**config.mk**
```make
export PLATFORM = sky130hd
export DESIGN_NAME = ddpm_ctrl
export DESIGN_NICKNAME = d
export VERILOG_FILES = /design/src/sv/differential_drive_pid_mixer_assert.svh /design/src/sv/ddpm_pkg.sv /design/src/sv/ddpm_ctrl.sv
export SDC_FILE = /design/constraint.sdc
export NUM_CORES = 1
export LEC_CHECK = 0
export BUFFER_PORTS_ARGS = -buffer_cell sky130_fd_sc_hd__buf_4
export CORE_AREA = 2 2 39 41
export CTS_BUF_LIST = sky130_fd_sc_hd__clkbuf_8 sky130_fd_sc_hd__clkbuf_16
export DETAILED_ROUTE_END_ITERATION = 8
export DIE_AREA = 0 0 41 43
export PLACE_DENSITY = 0.63
export SLEW_MARGIN = 20
export SYNTH_ARGS = -nofsm -noshare
export SYNTH_HDL_FRONTEND = slang
export SYNTH_SLANG_ARGS = --single-unit
```
**constraint.sdc**
```tcl
create_clock -name clock -period 1.2 [get_ports clock]
set_input_delay 0.06 -clock clock [delete_from_list [all_inputs] [get_ports clock]]
set_output_delay 0.06 -clock clock [all_outputs]
set_load 0.02 [all_outputs]
```
**src/sv/differential_drive_pid_mixer_assert.svh**
```systemverilog
// Assertion macros for the differential drive mixer.
// Each macro takes a label, the clock, the reset, a trigger and a consequence.
`ifndef DIFFERENTIAL_DRIVE_PID_MIXER_ASSERT_SVH
`define DIFFERENTIAL_DRIVE_PID_MIXER_ASSERT_SVH
`ifndef SYNTHESIS
`define DDPM_ASSERT_SAME(lbl, clk, rst, ante, cons) \
   lbl: assert property (@(posedge clk) disable iff (rst) (ante) |-> (cons)) \
      else $error("differential_drive_pid_mixer: same-cycle check failed");
`define DDPM_ASSERT_NEXT(lbl, clk, rst, ante, cons) \
   lbl: assert property (@(posedge clk) disable iff (rst) (ante) |=> (cons)) \
      else $error("differential_drive_pid_mixer: next-cycle check failed");
`else
`define DDPM_ASSERT_SAME(lbl, clk, rst, ante, cons)
`define DDPM_ASSERT_NEXT(lbl, clk, rst, ante, cons)
`endif
`endif

```
**src/sv/ddpm_pkg.sv**
```systemverilog
`default_nettype none
package ddpm_pkg;

   // Port and field widths
   localparam int CNT_W      = 32;
   localparam int GAIN_W     = 16;
   localparam int SPD_CFG_W  = 8;
   localparam int RPT_W      = 17;
   localparam int DUTY_W     = 8;
   localparam int CSR_ADDR_W = 3;
   localparam int CSR_DATA_W = 17;
   localparam int REQ_DATA_W = 72;
   localparam int RSP_DATA_W = 32;

   // Bit positions of the request word
   localparam int REQ_FWD_BIT   = 0;
   localparam int REQ_BACK_BIT  = 1;
   localparam int REQ_LEFT_BIT  = 2;
   localparam int REQ_RIGHT_BIT = 3;
   localparam int REQ_LC_LSB    = 4;
   localparam int REQ_RC_LSB    = REQ_LC_LSB + CNT_W;

   // Datapath widths
   localparam int SPD_W   = 11;                 // mixed speed, up to +-510
   localparam int PROD_W  = CNT_W + RPT_W + 1;  // signed delta times tick size
   localparam int DIFF_W  = PROD_W + 1;
   localparam int ERR_W   = 32;
   localparam int SUM_W   = 24;
   localparam int SACC_W  = ERR_W + 1;
   localparam int DER_W   = ERR_W + 1;
   localparam int ACC_W   = 52;
   localparam int FRAC_W  = 24;                 // Q8.8 gain times Q16 error
   localparam int CORR_W  = ACC_W - FRAC_W;
   localparam int SCALE_W = 11;
   localparam int SPRD_W  = SPD_W + SCALE_W;
   localparam int SCL_W   = SPRD_W - 8;
   localparam int OUT_W   = CORR_W + 1;

   localparam int RIGHT_SCALE_Q8 = 256;
   localparam int SUM_LIMIT      = 6553600;     // 100 revolutions in Q16
   localparam int DUTY_LIMIT     = 255;

   localparam logic signed [SCALE_W-1:0] RIGHT_SCALE = SCALE_W'(RIGHT_SCALE_Q8);
   localparam logic signed [SACC_W-1:0]  SUM_HI      = SACC_W'(SUM_LIMIT);
   localparam logic signed [SACC_W-1:0]  SUM_LO      = -SUM_HI;
   localparam logic signed [OUT_W-1:0]   DUTY_HI     = OUT_W'(DUTY_LIMIT);
   localparam logic signed [OUT_W-1:0]   DUTY_LO     = -DUTY_HI;
   localparam logic [RPT_W-1:0]          RPT_RESET   = RPT_W'(65536);

   typedef enum logic [CSR_ADDR_W-1:0] {
      CSR_PROP_GAIN   = 3'd0,
      CSR_INTEG_GAIN  = 3'd1,
      CSR_DERIV_GAIN  = 3'd2,
      CSR_BASE_SPEED  = 3'd3,
      CSR_TURN_OFFSET = 3'd4,
      CSR_PIVOT_SPEED = 3'd5,
      CSR_LEFT_RPT    = 3'd6,
      CSR_RIGHT_RPT   = 3'd7
   } csr_index_type;

   typedef enum logic [7:0] {
      ST_IDLE = 8'b0000_0001,
      ST_MUL  = 8'b0000_0010,
      ST_ERR  = 8'b0000_0100,
      ST_SUM  = 8'b0000_1000,
      ST_PROD = 8'b0001_0000,
      ST_ACC  = 8'b0010_0000,
      ST_CORR = 8'b0100_0000,
      ST_FIN  = 8'b1000_0000
   } ctrl_state_type;

   typedef struct packed {
      logic load;
      logic mul;
      logic err;
      logic sum;
      logic prod;
      logic acc;
      logic corr;
      logic fin;
   } ddpm_cmd_type;

   typedef struct packed {
      logic in_straight;
      logic out_free;
   } ddpm_sts_type;

endpackage
`default_nettype wire

```
**src/sv/ddpm_ctrl.sv**
```systemverilog
`default_nettype none
module ddpm_ctrl (
   input  wire logic                  clock,
   input  wire logic                  reset,
   input  wire logic                  req_tvalid,
   output logic                       req_tready,
   input  wire ddpm_pkg::ddpm_sts_type sts,
   output ddpm_pkg::ddpm_cmd_type     cmd
);
   import ddpm_pkg::*;

   ctrl_state_type state_ff, state_in;

   always_ff @(posedge clock) begin
      if (reset) begin
         state_ff <= ST_IDLE;
      end else begin
         state_ff <= state_in;
      end
   end

   always_comb begin
      state_in = state_ff;
      cmd      = '0;
      case (state_ff)
         ST_IDLE: begin
            if (req_tvalid) begin
               cmd.load = 1'b1;
               state_in = sts.in_straight ? ST_MUL : ST_FIN;
            end
         end
         ST_MUL: begin
            cmd.mul  = 1'b1;
            state_in = ST_ERR;
         end
         ST_ERR: begin
            cmd.err  = 1'b1;
            state_in = ST_SUM;
         end
         ST_SUM: begin
            cmd.sum  = 1'b1;
            state_in = ST_PROD;
         end
         ST_PROD: begin
            cmd.prod = 1'b1;
            state_in = ST_ACC;
         end
         ST_ACC: begin
            cmd.acc  = 1'b1;
            state_in = ST_CORR;
         end
         ST_CORR: begin
            cmd.corr = 1'b1;
            state_in = ST_FIN;
         end
         ST_FIN: begin
            // Hold here until the output register can take the result.
            if (sts.out_free) begin
               cmd.fin  = 1'b1;
               state_in = ST_IDLE;
            end
         end
         default: begin
            state_in = ST_IDLE;
         end
      endcase
   end

   assign req_tready = (state_ff == ST_IDLE);

endmodule
`default_nettype wire

```
==> metrics <==
status=finished with violations; failing checks=setup timing; Clock Power Share=31.2%; starting density of the core=34.2%; crit path DAT=1470 ps; die width=41 µm; power per cell area=1180 nW/µm²; nets=94; setup violators final=14; period utilization=128%; vias per std cell=around 4.9; Area Growth Syn to Fin=82.3%; Comb pwr share=38.5%; Worst path max stage delay=390 ps; Max Freq=0.653 GHz; number of flip-flops in the largest register=8; Max VDD drop=725 µV; DRT Pass-1 Iters=3; fin util=62.3%; biggest registers after layout=state_ff (8); area of the mapped netlist=473 µm²; Critical Path RT=roughly 1100 ps; Final Critical Period=1530 ps; CTS Buf Count=3; Switch Pwr=322 µW; remaining antenna violation count=0; max cap viols=0; Worst Path Max Fanout=2; chip height=43 µm; Synth Register Bits=8; most frequent cells in the layout=25 x buf_4, 6 x nor2_4, 5 x nor3_2, 5 x buf_6, 5 x dfxtp_1; Antenna Diode Count=0; commonest non-fill, non-tap cell in the layout=buf_4; layout cells sized above 1=roughly 64%; syn avg cell area=8.45 µm²; H-tree depth=1; CP startpoint kind=register; Synth Instances=between 50 and 60; register share of total power=30.3%; initial antenna violation count=0; GRT Overall Usage=16.2%; clock root buffer=clkbuf_8; drt wl/cell=around 11 µm; Top delay family on crit path=simple AND/OR/NAND/NOR gates; first-pass GRT wire length=about 1.9 mm; Setup Skew=1.16 ps; worst path cell trace=or3_4 > nor2_4 > nand2_4 > nor3b_4 > buf_6; setup slack after layout=-330 ps; Syn Nets=between 60 and 70; internal power=695 µW; Layout fillers=around 130; Synth cell types=26; Slew Viols, Final=0; CTS tree=built; Biggest register=state_ff; HPWL after DPL=849 µm; Setup WS pre-CTS=-102 ps; Hold-fix buffers, CTS=0; GRT overflow=0; WL final=between 1 and 1.5 mm; number of DRC markers in iteration 0=5; Worst Setup Path Type=register to output port; clk_lat worst skew=around 220 ps; die area=~1800 µm²; Crit-path slowest cell=or3_4; P_leak=0.000345 µW; vias in the first global route=493; io pins=14; Num Clock Sinks=8; Ys Warns=0; unrepaired setup endpoints after global routing=true; site row count=14; Hold Crit Class=input pin to register; relative slew slack=between 80% and 90%; Sw Ratio=31.7%; Port Buffers=13; Clock transition at path regs=about 40 ps; multi-input logic area=393 µm²; Post-route DRC=0; worst-margin pin slew=279 ps; total power=1020 µW; clk buf depth=2; Core ar.=1380 µm²; FF/Latch Area=164 µm²; GP Congestion=0.709; vias post-DR=509; sequential fraction of the synthesis area=33.9%; setup_tns=-2250 ps; CP Capture Type=output port; final-report hold violation count=0; WHS=just over 100 ps; Worst Path Buf+Inv=1; largest net degree at the start of global routing=9
## power groups by stage
stage               combinational, µW  clock [µW]  sequential [µW]
CTS                               362         330              307
global route                      421         343              310
global placement                  312           0              307
finish                            392         317              309
detailed placement                316           0              307
floorplan                         209           0              301
## metal layers
layer | global-route usage, % | up-vias | wire length, µm
li1 | - | 260 | -
met1 | 16.5 | 238 | 489
met2 | 26.9 | 9 | 636
met3 | 3.14 | 2 | 44
met4 | 12.0 | 0 | 10
met5 | 0 | - | 0
## final timing paths
path                                          startpoint                        to  slack [ps]  cells past startpoint
worst max-delay path            state_ff[2]$_SDFFE_PP0P_                    cmd[1]        -330                      5
worst min-delay path                               reset  state_ff[3]$_SDFFE_PP0P_         100                      2
worst max register to register  state_ff[2]$_SDFFE_PP0P_  state_ff[0]$_SDFFE_PP1P_         -70                      5
worst min register to register  state_ff[3]$_SDFFE_PP0P_  state_ff[3]$_SDFFE_PP0P_         580                      2
## cell type report
class / count / share of cell area (%)
multi-input combinational: 46 / 45.6
timing repair buffer: 30 / 28.3
tap: 16 / 2.32
sequential: 8 / 19.0
clock buffer: 3 / 4.79
## cell families after synthesis
logic type,share of synthesized area [%]
simple gates,49.5
compound gates,13.0
flops,33.9
buf+inv,1.85
xor+xnor,1.85
## through the flow
step / cell area (µm²) / cells
2_1_floorplan: 509 / 56
3_3_place_gp: 723 / 97
3_5_place_dp: 723 / 97
4_1_cts: 815 / 102
5_1_grt: 862 / 103
6_report: 862 / 103
## what timing repair did
item,in CTS,in global routing
setup buffers,2,1
endpoints found under the setup margin,13,15
resized for setup,10,7
pin swaps,6,5
## synthesized netlist by cell type, drive strengths merged
cell	n	area, µm²
nor2	10	52.6
dfxtp	8	160
nand2	6	25.0
nor3	6	45.0
nand2b	4	25.0
nor3b	3	27.5
o21ai	3	15.0
and2	2	12.5
buf	2	8.75
nor4	2	12.5
a21o	1	7.51
a22oi	1	7.51
and4b	1	10.0
nand3	1	5.00
nand3b	1	7.51
o211ai	1	7.51
o21a	1	7.51
o311ai	1	16.3
or3	1	11.3
xor2	1	8.76
(Power assumes the default switching activity.)
